[src/sv/core_allocation_and_mapping_top_defines.svh]
// Assertion macros for the core allocation and mapping block.
// Included by the top level; no other dependencies.
`ifndef CORE_ALLOCATION_AND_MAPPING_TOP_DEFINES_SVH
`define CORE_ALLOCATION_AND_MAPPING_TOP_DEFINES_SVH

// Same-cycle implication, disabled while reset is asserted.
`define CAMA_ASSERT_IMP(label, clk, rst_n, ante, cons) \
    label: assert property (@(posedge clk) disable iff (!rst_n) (ante) |-> (cons)) \
        else $error("same-cycle check failed");

// Next-cycle implication, disabled while reset is asserted.
`define CAMA_ASSERT_NEXT(label, clk, rst_n, ante, cons) \
    label: assert property (@(posedge clk) disable iff (!rst_n) (ante) |=> (cons)) \
        else $error("next-cycle check failed");

`endif

[src/sv/cama_pkg.sv]
// Shared types and constants for the core allocation and mapping block.
// No dependencies.
package cama_pkg;

    localparam int CORE_TOTAL_DEF = 4;

    localparam int KIND_W   = 3;
    localparam int DEV_W    = 4;
    localparam int COUNT_W  = 4;
    localparam int INDEX_W  = 3;
    localparam int LIST_W   = 4;
    localparam int STATUS_W = 2;
    localparam int MASK_W   = 4;
    localparam int MAPPED_W = 2;

    localparam logic [KIND_W-1:0] KIND_ALLOC   = 3'd0;
    localparam logic [KIND_W-1:0] KIND_RELEASE = 3'd1;
    localparam logic [KIND_W-1:0] KIND_V2P     = 3'd2;
    localparam logic [KIND_W-1:0] KIND_LIST    = 3'd3;
    localparam logic [KIND_W-1:0] KIND_P2V     = 3'd4;

    localparam logic [STATUS_W-1:0] ST_OK      = 2'd0;
    localparam logic [STATUS_W-1:0] ST_BUSY    = 2'd1;
    localparam logic [STATUS_W-1:0] ST_INVALID = 2'd2;

    localparam logic [DEV_W-1:0] DEV_FREE = 4'd0;

    // Flags the compare unit reports for the core under scan.
    typedef struct packed {
        logic owned;     // core belongs to the requesting device
        logic free;      // core has no owner
        logic grant;     // free and still needed by an allocate
        logic virt_hit;  // owned and its virtual number equals core_index
        logic at_idx;    // physical position equals core_index
        logic list_hit;  // owned and its virtual number is set in virt_mask
    } step_t;

endpackage

[src/sv/cama_owner_tbl.sv]
// Owner table: one device id per physical core, zero when free.
// Depends on cama_pkg.
module cama_owner_tbl #(
    parameter int CORE_TOTAL = cama_pkg::CORE_TOTAL_DEF,
    localparam int CIDX_W = (CORE_TOTAL > 1) ? $clog2(CORE_TOTAL) : 1
) (
    input  logic                          clk,
    input  logic                          rst_n,
    input  logic [CIDX_W-1:0]             rd_addr,
    output logic [cama_pkg::DEV_W-1:0]    rd_data,
    input  logic                          we,
    input  logic [CIDX_W-1:0]             wr_addr,
    input  logic [cama_pkg::DEV_W-1:0]    wr_data
);

    logic [cama_pkg::DEV_W-1:0] owner_reg [CORE_TOTAL];

    always_ff @(posedge clk or negedge rst_n)
    begin
        if (!rst_n)
        begin
            for (int i = 0; i < CORE_TOTAL; i++)
            begin
                owner_reg[i] <= cama_pkg::DEV_FREE;
            end
        end
        else if (we)
        begin
            owner_reg[wr_addr] <= wr_data;
        end
    end

    assign rd_data = owner_reg[rd_addr];

endmodule

[src/sv/cama_step.sv]
// Compare unit shared by every scan step: classifies one table entry
// against the latched request. Depends on cama_pkg.
module cama_step #(
    parameter int CORE_TOTAL = cama_pkg::CORE_TOTAL_DEF,
    localparam int CIDX_W = (CORE_TOTAL > 1) ? $clog2(CORE_TOTAL) : 1,
    localparam int CNT_W  = $clog2(CORE_TOTAL + 1)
) (
    input  logic [cama_pkg::DEV_W-1:0]   owner,
    input  logic [cama_pkg::DEV_W-1:0]   dev,
    input  logic [cama_pkg::COUNT_W-1:0] count,
    input  logic [cama_pkg::INDEX_W-1:0] idx,
    input  logic [cama_pkg::LIST_W-1:0]  list,
    input  logic [CIDX_W-1:0]            scan_idx,
    input  logic [CNT_W-1:0]             nfree,
    input  logic [CNT_W-1:0]             seen,
    output cama_pkg::step_t              flags
);

    logic [3:0]                    seen4;
    logic [3:0]                    nfree4;
    logic [cama_pkg::INDEX_W-1:0]  pos;

    always_comb
    begin
        seen4  = 4'(seen);
        nfree4 = 4'(nfree);
        pos    = cama_pkg::INDEX_W'(scan_idx);

        flags.owned    = (owner == dev);
        flags.free     = (owner == cama_pkg::DEV_FREE);
        flags.grant    = flags.free && (nfree4 < count);
        flags.virt_hit = flags.owned && (seen4 == {1'b0, idx});
        flags.at_idx   = (pos == idx);
        // only virtual cores 0..3 can appear in the list
        flags.list_hit = flags.owned && (seen4 < 4'd4) && list[seen4[1:0]];
    end

endmodule

[src/sv/core_allocation_and_mapping_top.sv]
// A request rejected on its fields skips the scan and goes straight to finish.
// One request at a time: busy stays high while the owner table is scanned one
// core per cycle through the shared compare unit, then, for a granted allocate,
// written back one core per cycle. Result shows for one cycle with done, cannot
// stall; next start is taken then.
// Reset clears the owner table (all cores free), the sequencer and done.
`include "core_allocation_and_mapping_top_defines.svh"

module core_allocation_and_mapping_top #(
    parameter int CORE_TOTAL = cama_pkg::CORE_TOTAL_DEF
) (
    input  logic                              clk,
    input  logic                              rst_n,
    input  logic                              start,
    output logic                              busy,
    input  logic [cama_pkg::KIND_W-1:0]       kind,
    input  logic [cama_pkg::DEV_W-1:0]        device_id,
    input  logic [cama_pkg::COUNT_W-1:0]      core_count,
    input  logic [cama_pkg::INDEX_W-1:0]      core_index,
    input  logic [cama_pkg::LIST_W-1:0]       virt_mask,
    output logic                              done,
    output logic [cama_pkg::STATUS_W-1:0]     status,
    output logic [cama_pkg::MASK_W-1:0]       core_mask,
    output logic [cama_pkg::MAPPED_W-1:0]     mapped_index
);

    localparam int CIDX_W = (CORE_TOTAL > 1) ? $clog2(CORE_TOTAL) : 1;
    localparam int CNT_W  = $clog2(CORE_TOTAL + 1);

    typedef enum logic [1:0] {
        S_IDLE,
        S_SCAN,
        S_WRITE,
        S_FINISH
    } state_t;

    state_t                          state_reg, state_next;
    logic [cama_pkg::KIND_W-1:0]     kind_reg, kind_next;
    logic [cama_pkg::DEV_W-1:0]      dev_reg, dev_next;
    logic [cama_pkg::COUNT_W-1:0]    count_reg, count_next;
    logic [cama_pkg::INDEX_W-1:0]    idx_reg, idx_next;
    logic [cama_pkg::LIST_W-1:0]     list_reg, list_next;
    logic                            bad_reg, bad_next;
    logic [CIDX_W-1:0]               scan_idx_reg, scan_idx_next;
    logic [CNT_W-1:0]                nfree_reg, nfree_next;
    logic [CNT_W-1:0]                seen_reg, seen_next;
    logic [CORE_TOTAL-1:0]           grant_reg, grant_next;
    logic [CORE_TOTAL-1:0]           pm_reg, pm_next;
    logic                            found_reg, found_next;
    logic [cama_pkg::MAPPED_W-1:0]   mapped_reg, mapped_next;
    logic                            done_reg, done_next;
    logic [cama_pkg::STATUS_W-1:0]   status_reg, status_next;
    logic [cama_pkg::MASK_W-1:0]     core_mask_reg, core_mask_next;
    logic [cama_pkg::MAPPED_W-1:0]   mapped_index_reg, mapped_index_next;

    logic [cama_pkg::DEV_W-1:0]      owner_rd;
    logic                            tbl_we;
    logic [cama_pkg::DEV_W-1:0]      tbl_wdata;
    cama_pkg::step_t                 step;
    logic                            req_ok;
    logic                            scan_last;
    logic [3:0]                      vmask;
    logic                            list_bad;

    cama_owner_tbl #(
        .CORE_TOTAL (CORE_TOTAL)
    ) u_owner_tbl (
        .clk     (clk),
        .rst_n   (rst_n),
        .rd_addr (scan_idx_reg),
        .rd_data (owner_rd),
        .we      (tbl_we),
        .wr_addr (scan_idx_reg),
        .wr_data (tbl_wdata)
    );

    cama_step #(
        .CORE_TOTAL (CORE_TOTAL)
    ) u_step (
        .owner    (owner_rd),
        .dev      (dev_reg),
        .count    (count_reg),
        .idx      (idx_reg),
        .list     (list_reg),
        .scan_idx (scan_idx_reg),
        .nfree    (nfree_reg),
        .seen     (seen_reg),
        .flags    (step)
    );

    assign busy      = (state_reg != S_IDLE);
    assign scan_last = (scan_idx_reg == CIDX_W'(CORE_TOTAL - 1));

    always_comb
    begin
        req_ok = (device_id != cama_pkg::DEV_FREE) && (kind <= cama_pkg::KIND_P2V) &&
                 !((kind == cama_pkg::KIND_ALLOC) &&
                   ((core_count == '0) || (core_count > 4'(CORE_TOTAL))));

        // virtual cores that exist for this device
        for (int v = 0; v < 4; v++)
        begin
            vmask[v] = (4'(seen_reg) > 4'(v));
        end
        list_bad = |(list_reg & ~vmask);
    end

    always_comb
    begin
        state_next        = state_reg;
        kind_next         = kind_reg;
        dev_next          = dev_reg;
        count_next        = count_reg;
        idx_next          = idx_reg;
        list_next         = list_reg;
        bad_next          = bad_reg;
        scan_idx_next     = scan_idx_reg;
        nfree_next        = nfree_reg;
        seen_next         = seen_reg;
        grant_next        = grant_reg;
        pm_next           = pm_reg;
        found_next        = found_reg;
        mapped_next       = mapped_reg;
        done_next         = 1'b0;
        status_next       = status_reg;
        core_mask_next    = core_mask_reg;
        mapped_index_next = mapped_index_reg;
        tbl_we            = 1'b0;
        tbl_wdata         = cama_pkg::DEV_FREE;

        case (state_reg)
            S_IDLE:
            begin
                if (start)
                begin
                    kind_next     = kind;
                    dev_next      = device_id;
                    count_next    = core_count;
                    idx_next      = core_index;
                    list_next     = virt_mask;
                    bad_next      = !req_ok;
                    scan_idx_next = '0;
                    nfree_next    = '0;
                    seen_next     = '0;
                    grant_next    = '0;
                    pm_next       = '0;
                    found_next    = 1'b0;
                    mapped_next   = '0;
                    state_next    = req_ok ? S_SCAN : S_FINISH;
                end
            end

            S_SCAN:
            begin
                nfree_next = nfree_reg + CNT_W'(step.free);
                seen_next  = seen_reg + CNT_W'(step.owned);
                if (step.list_hit)
                begin
                    pm_next[scan_idx_reg] = 1'b1;
                end
                case (kind_reg)
                    cama_pkg::KIND_ALLOC:
                    begin
                        if (step.grant)
                        begin
                            grant_next[scan_idx_reg] = 1'b1;
                        end
                    end
                    cama_pkg::KIND_RELEASE:
                    begin
                        // free the core as it is found
                        if (step.owned)
                        begin
                            grant_next[scan_idx_reg] = 1'b1;
                            tbl_we                   = 1'b1;
                        end
                    end
                    cama_pkg::KIND_V2P:
                    begin
                        if (step.virt_hit)
                        begin
                            found_next  = 1'b1;
                            mapped_next = cama_pkg::MAPPED_W'(scan_idx_reg);
                        end
                    end
                    cama_pkg::KIND_P2V:
                    begin
                        // owned cores seen so far are exactly those below core_index
                        if (step.at_idx && step.owned)
                        begin
                            found_next  = 1'b1;
                            mapped_next = cama_pkg::MAPPED_W'(seen_reg);
                        end
                    end
                    default:
                    begin
                    end
                endcase

                if (scan_last)
                begin
                    scan_idx_next = '0;
                    if ((kind_reg == cama_pkg::KIND_ALLOC) && (4'(nfree_next) >= count_reg))
                    begin
                        state_next = S_WRITE;
                    end
                    else
                    begin
                        state_next = S_FINISH;
                    end
                end
                else
                begin
                    scan_idx_next = scan_idx_reg + CIDX_W'(1);
                end
            end

            S_WRITE:
            begin
                tbl_we    = grant_reg[scan_idx_reg];
                tbl_wdata = dev_reg;
                if (scan_last)
                begin
                    scan_idx_next = '0;
                    state_next    = S_FINISH;
                end
                else
                begin
                    scan_idx_next = scan_idx_reg + CIDX_W'(1);
                end
            end

            S_FINISH:
            begin
                done_next         = 1'b1;
                status_next       = cama_pkg::ST_INVALID;
                core_mask_next    = '0;
                mapped_index_next = '0;
                state_next        = S_IDLE;
                if (!bad_reg)
                begin
                    case (kind_reg)
                        cama_pkg::KIND_ALLOC:
                        begin
                            if (4'(nfree_reg) < count_reg)
                            begin
                                status_next = cama_pkg::ST_BUSY;
                            end
                            else
                            begin
                                status_next    = cama_pkg::ST_OK;
                                core_mask_next = cama_pkg::MASK_W'(grant_reg);
                            end
                        end
                        cama_pkg::KIND_RELEASE:
                        begin
                            status_next    = cama_pkg::ST_OK;
                            core_mask_next = cama_pkg::MASK_W'(grant_reg);
                        end
                        cama_pkg::KIND_LIST:
                        begin
                            if (!list_bad)
                            begin
                                status_next    = cama_pkg::ST_OK;
                                core_mask_next = cama_pkg::MASK_W'(pm_reg);
                            end
                        end
                        cama_pkg::KIND_V2P,
                        cama_pkg::KIND_P2V:
                        begin
                            if (found_reg)
                            begin
                                status_next       = cama_pkg::ST_OK;
                                mapped_index_next = mapped_reg;
                            end
                        end
                        default:
                        begin
                        end
                    endcase
                end
            end

            default:
            begin
                state_next = S_IDLE;
            end
        endcase
    end

    always_ff @(posedge clk or negedge rst_n)
    begin
        if (!rst_n)
        begin
            state_reg        <= S_IDLE;
            kind_reg         <= '0;
            dev_reg          <= '0;
            count_reg        <= '0;
            idx_reg          <= '0;
            list_reg         <= '0;
            bad_reg          <= 1'b0;
            scan_idx_reg     <= '0;
            nfree_reg        <= '0;
            seen_reg         <= '0;
            grant_reg        <= '0;
            pm_reg           <= '0;
            found_reg        <= 1'b0;
            mapped_reg       <= '0;
            done_reg         <= 1'b0;
            status_reg       <= '0;
            core_mask_reg    <= '0;
            mapped_index_reg <= '0;
        end
        else
        begin
            state_reg        <= state_next;
            kind_reg         <= kind_next;
            dev_reg          <= dev_next;
            count_reg        <= count_next;
            idx_reg          <= idx_next;
            list_reg         <= list_next;
            bad_reg          <= bad_next;
            scan_idx_reg     <= scan_idx_next;
            nfree_reg        <= nfree_next;
            seen_reg         <= seen_next;
            grant_reg        <= grant_next;
            pm_reg           <= pm_next;
            found_reg        <= found_next;
            mapped_reg       <= mapped_next;
            done_reg         <= done_next;
            status_reg       <= status_next;
            core_mask_reg    <= core_mask_next;
            mapped_index_reg <= mapped_index_next;
        end
    end

    assign done         = done_reg;
    assign status       = status_reg;
    assign core_mask    = core_mask_reg;
    assign mapped_index = mapped_index_reg;

    `CAMA_ASSERT_IMP(a_done_idle, clk, rst_n, done, !busy)
    `CAMA_ASSERT_NEXT(a_accept_busy, clk, rst_n, start && !busy, busy)
    `CAMA_ASSERT_IMP(a_fail_clean, clk, rst_n, done && (status != cama_pkg::ST_OK), (core_mask == '0) && (mapped_index == '0))
    `CAMA_ASSERT_IMP(a_write_busy, clk, rst_n, tbl_we, busy && !done)

endmodule
[config.mk]
export PLATFORM = sky130hd
export DESIGN_NAME = core_allocation_and_mapping_top
export DESIGN_NICKNAME = d
export VERILOG_FILES = /design/src/sv/cama_pkg.sv /design/src/sv/cama_owner_tbl.sv /design/src/sv/cama_step.sv /design/src/sv/core_allocation_and_mapping_top.sv
export VERILOG_INCLUDE_DIRS = /design/src /design/src/sv
export SDC_FILE = /design/constraint.sdc
export NUM_CORES = 1
export LEC_CHECK = 0
export BUFFER_PORTS_ARGS = -buffer_cell sky130_fd_sc_hd__buf_2
export CAP_MARGIN = 20
export CELL_PAD_IN_SITES_DETAIL_PLACEMENT = 1
export CELL_PAD_IN_SITES_GLOBAL_PLACEMENT = 2
export CORE_MARGIN = 2
export CORE_UTILIZATION = 43
export DETAILED_ROUTE_END_ITERATION = 8
export GPL_TIMING_DRIVEN = 0
export HOLD_SLACK_MARGIN = 0.1
export MAX_ROUTING_LAYER = met4
export PLACE_DENSITY_LB_ADDON = 0.3
export SLEW_MARGIN = 20
export SYNTH_ARGS = -nofsm -noshare
export SYNTH_HDL_FRONTEND = slang
export SYNTH_SLANG_ARGS = --single-unit
[constraint.sdc]
create_clock -name clk -period 6.25 [get_ports clk]
set_input_delay 0.9375 -clock clk [delete_from_list [all_inputs] [get_ports clk]]
set_output_delay 0.9375 -clock clk [all_outputs]
set_load 0.01 [all_outputs]
==> results.cfg <==
[run_status]
status = completed

[worst_setup_path]
critPathRequiredTime_ns = 6.48
cp_common_cell = ha_1
setup.worst_path.class = register to register
worstPathArrival_ns = 3.57
worst_setup_path_start_kind = register
slowest_stage = or3b_2
end_kind = register
crit_fanout = 10
crit_chain = buf_2 > buf_2 > nor3_1 > a221oi_1 > a31oi_1 > ha_1 > ha_1 > ha_1 > a21o_1 > a21oi_1 > or3b_2 > a211oi_1 > o21ai_0
critPathMaxStageDelay_ns = 0.43

[finish]
drive_gt1_share_pct = 22.6
nNetsFinal = 405
syn2layout_area_growth_pct = 14.8
largest_register_ffs = 16
num_antenna_cells = 0
fin_cells = 476

[clock_tree]
cts_resized = 0
cts.clk_slew.worst_paths_ns = 0.08
tritoncts = yes
h-tree-depth = 3
cts_sinks = 65
clock_latency_ns = 0.36
cts_hold_buf = 0
root_buffer = clkbuf_8
clockBufferDepth = 2
post_cts_buffers = 0
cts_made_buffers = 9

[die]
pin_count = 31
core.rowCount = 33
chipHeight_um = 96.1
die_w_um = 96.1
start_util_pct = 44.4
core_um2 = 8220
die_area_um2 = 9240

[power_and_ir_drop]
seqPwrFrac_pct = 34.6
p_leak_nw = 1.93
p_clk_share_pct = 20.9
irDropWorstVdd_v = 0.000210
pwr-share-comb_pct = 44.6
switchingPower_uw = 806
netSwitchingFraction_pct = 40.1
p_per_area_nw_per_um2 = 480
p_int_mw = 1.20

[synth]
syn_area_um2 = 3650
async_reset_ff_share_pct = 100
synthCells = 324
syn_nets = 363
yosys_warnings = 0
synthFlopType = dfrtp_1
synth_most_common_cell = dfrtp_1
yosys.area.top_type = dfrtp_1
seq_area_frac_synth_pct = 44.6
syn-mean-instance-area_um2 = 11.3
netlist.area_leader.share_pct = 44.6
synth_edf_count = 0
ys_top_cells_by_count = dfrtp_1, mux2_2, ha_1, nor2_1
synthTopCellsByArea = dfrtp_1, ha_1, mux2_2
synth-seq-cells = 65
yosysUniqueCellTypes = 50

[placed_design]
dp.cells = 460
pre_cts_slack_ns = 2.92
place.gp.congestion = 0.783
io_buffers = 30
post-dp-hpwl_mm = 6.71

[global_route]
use_met2_pct = 32.5
grt_usage_pct = 21.8
use_met3_pct = 3.76
grt_overflow = 0
gr-usage-met1_pct = 30.0
antenna_found_initial = 0
grt_pass1_vias = 2705
gr-max-usage-layer = met2
grt_max_degree = 49
grt_pass1_wl_mm = 14.4

[sta]
hold_ws_ns = 0.444
rsz0062_at_grt = no
setup_violations = 0
finalWorstSetupSlack_ns = 2.91
setup-tns-final_ns = 0
finClkSkew_ns = 0.00860
worst_pin_slew_ns = 0.695
period_needed_ns = 3.34
slew_violations = 0
finalCritPeriodShare_pct = 53.4
clock.fmax_mhz = 300
hold_viol_final = 0
slew_headroom_pct = 53.6

[drt]
via_per_inst = 5.58
wire_per_inst_um = 18.4
drt_iter0_drc = 117
vias = 2658
ant_nets = 0
first_pass_iters = 4
remaining_drc_errors = 0
wirelength_mm = 8.74

[worst_hold_path]
hold_path.class = input pin to asynchronous set/reset pin

[job]
drv_cap = 0
## worst max-delay path: cells and delay by family (launching register included)
family | cells | cell delay, ns
AOI/OAI and AO/OA | 6 | 0.96
adders and majority gates | 3 | 0.79
and+or+nand+nor | 2 | 0.66
DFF | 1 | 0.40
buffers and inverters | 2 | 0.39
## per-stage QoR
step	utilization, %	cell area [um2]	power [mW]
after floorplan	-	3650	1.34
after global placement	47.8	3930	1.56
after detailed placement	48.2	3960	1.61
after CTS	51.0	4190	2.03
after global routing	51.0	4190	2.17
final	51.0	4190	2.01
## logic make-up (layout without fill, tap and decap cells)
kind of cell             after synthesis  in the layout  share of synthesized area, %
AO/OA/AOI/OAI                         70             70                          14.9
XOR/XNOR                              12             12                          2.88
adder cells (fa/ha/maj)               18             18                          6.17
buffers and inverters                 28             75                          3.15
flip-flops                            65             65                          44.6
multiplexers                          52             52                          16.9
AND/OR/NAND/NOR                       79             79                          11.5
## power by group through the flow
stage | Sequential (mW) | Clock, mW | Combinational, mW
3_5_place_dp | 0.702 | 0 | 0.908
2_1_floorplan | 0.661 | 0 | 0.676
3_3_place_gp | 0.694 | 0 | 0.868
5_1_grt | 0.719 | 0.443 | 1.01
4_1_cts | 0.694 | 0.423 | 0.912
6_report | 0.695 | 0.419 | 0.896
## routing by layer
metal | part of all wire (%) | routed length [um]
met1 | 50 | 4330
met2 | 46 | 4010
met3 | 3.3 | 288
met4 | 1.3 | 111
met5 | 0 | 0
## cell type report
type / count / area [um2]
fillers: 905 / 4030
multi-input cells: 231 / 1910
flip-flops and latches: 65 / 1630
repair buffers: 31 / 180
clock buffers: 11 / 151
well taps: 105 / 131
clock inverters: 5 / 77.6
plain buffers: 13 / 58.8
inverters: 15 / 56.3
## final timing paths
check	from	endpoint	slack, ns	depth (start not counted)
min reg2reg	count_reg[2]	count_reg[2]	0.51	1
min in group clk	count_reg[2]	count_reg[2]	0.51	1
min	rst_n	core_mask[1]	0.44	1
max	scan_idx_reg[1]	state_reg[0]	2.91	13
max in group asynchronous	rst_n	kind_reg[0]	5.28	2
max reg2reg	scan_idx_reg[1]	state_reg[0]	2.91	13
## cell usage in the layout (no fill, tap or decap), types with 3 or more instances in the layout
| cell | n |
|---|---|
| mux2_1 | 16 |
| mux2i_1 | 12 |
| xnor2_1 | 7 |
| xor2_1 | 5 |
| a221o_1 | 4 |
| a31oi_1 | 6 |
| a22oi_1 | 5 |
| nor2b_1 | 8 |
| a21boi_4 | 4 |
| nor2_1 | 17 |
| nor3_1 | 9 |
| nand2b_1 | 6 |
| clkbuf_1 | 7 |
| and2_1 | 5 |
| a21o_1 | 4 |
| dfrtp_1 | 65 |
| o21a_1 | 4 |
| buf_1 | 3 |
| nor4_1 | 4 |
| buf_2 | 31 |
| nand3_1 | 5 |
| nand2_1 | 14 |
| mux2_2 | 20 |
| inv_1 | 15 |
| o21ai_0 | 16 |
| clkbuf_8 | 11 |
| ha_1 | 18 |
| a21oi_1 | 8 |
| a22o_1 | 4 |
| mux4_2 | 4 |
Power figures use the tool's default switching activity.
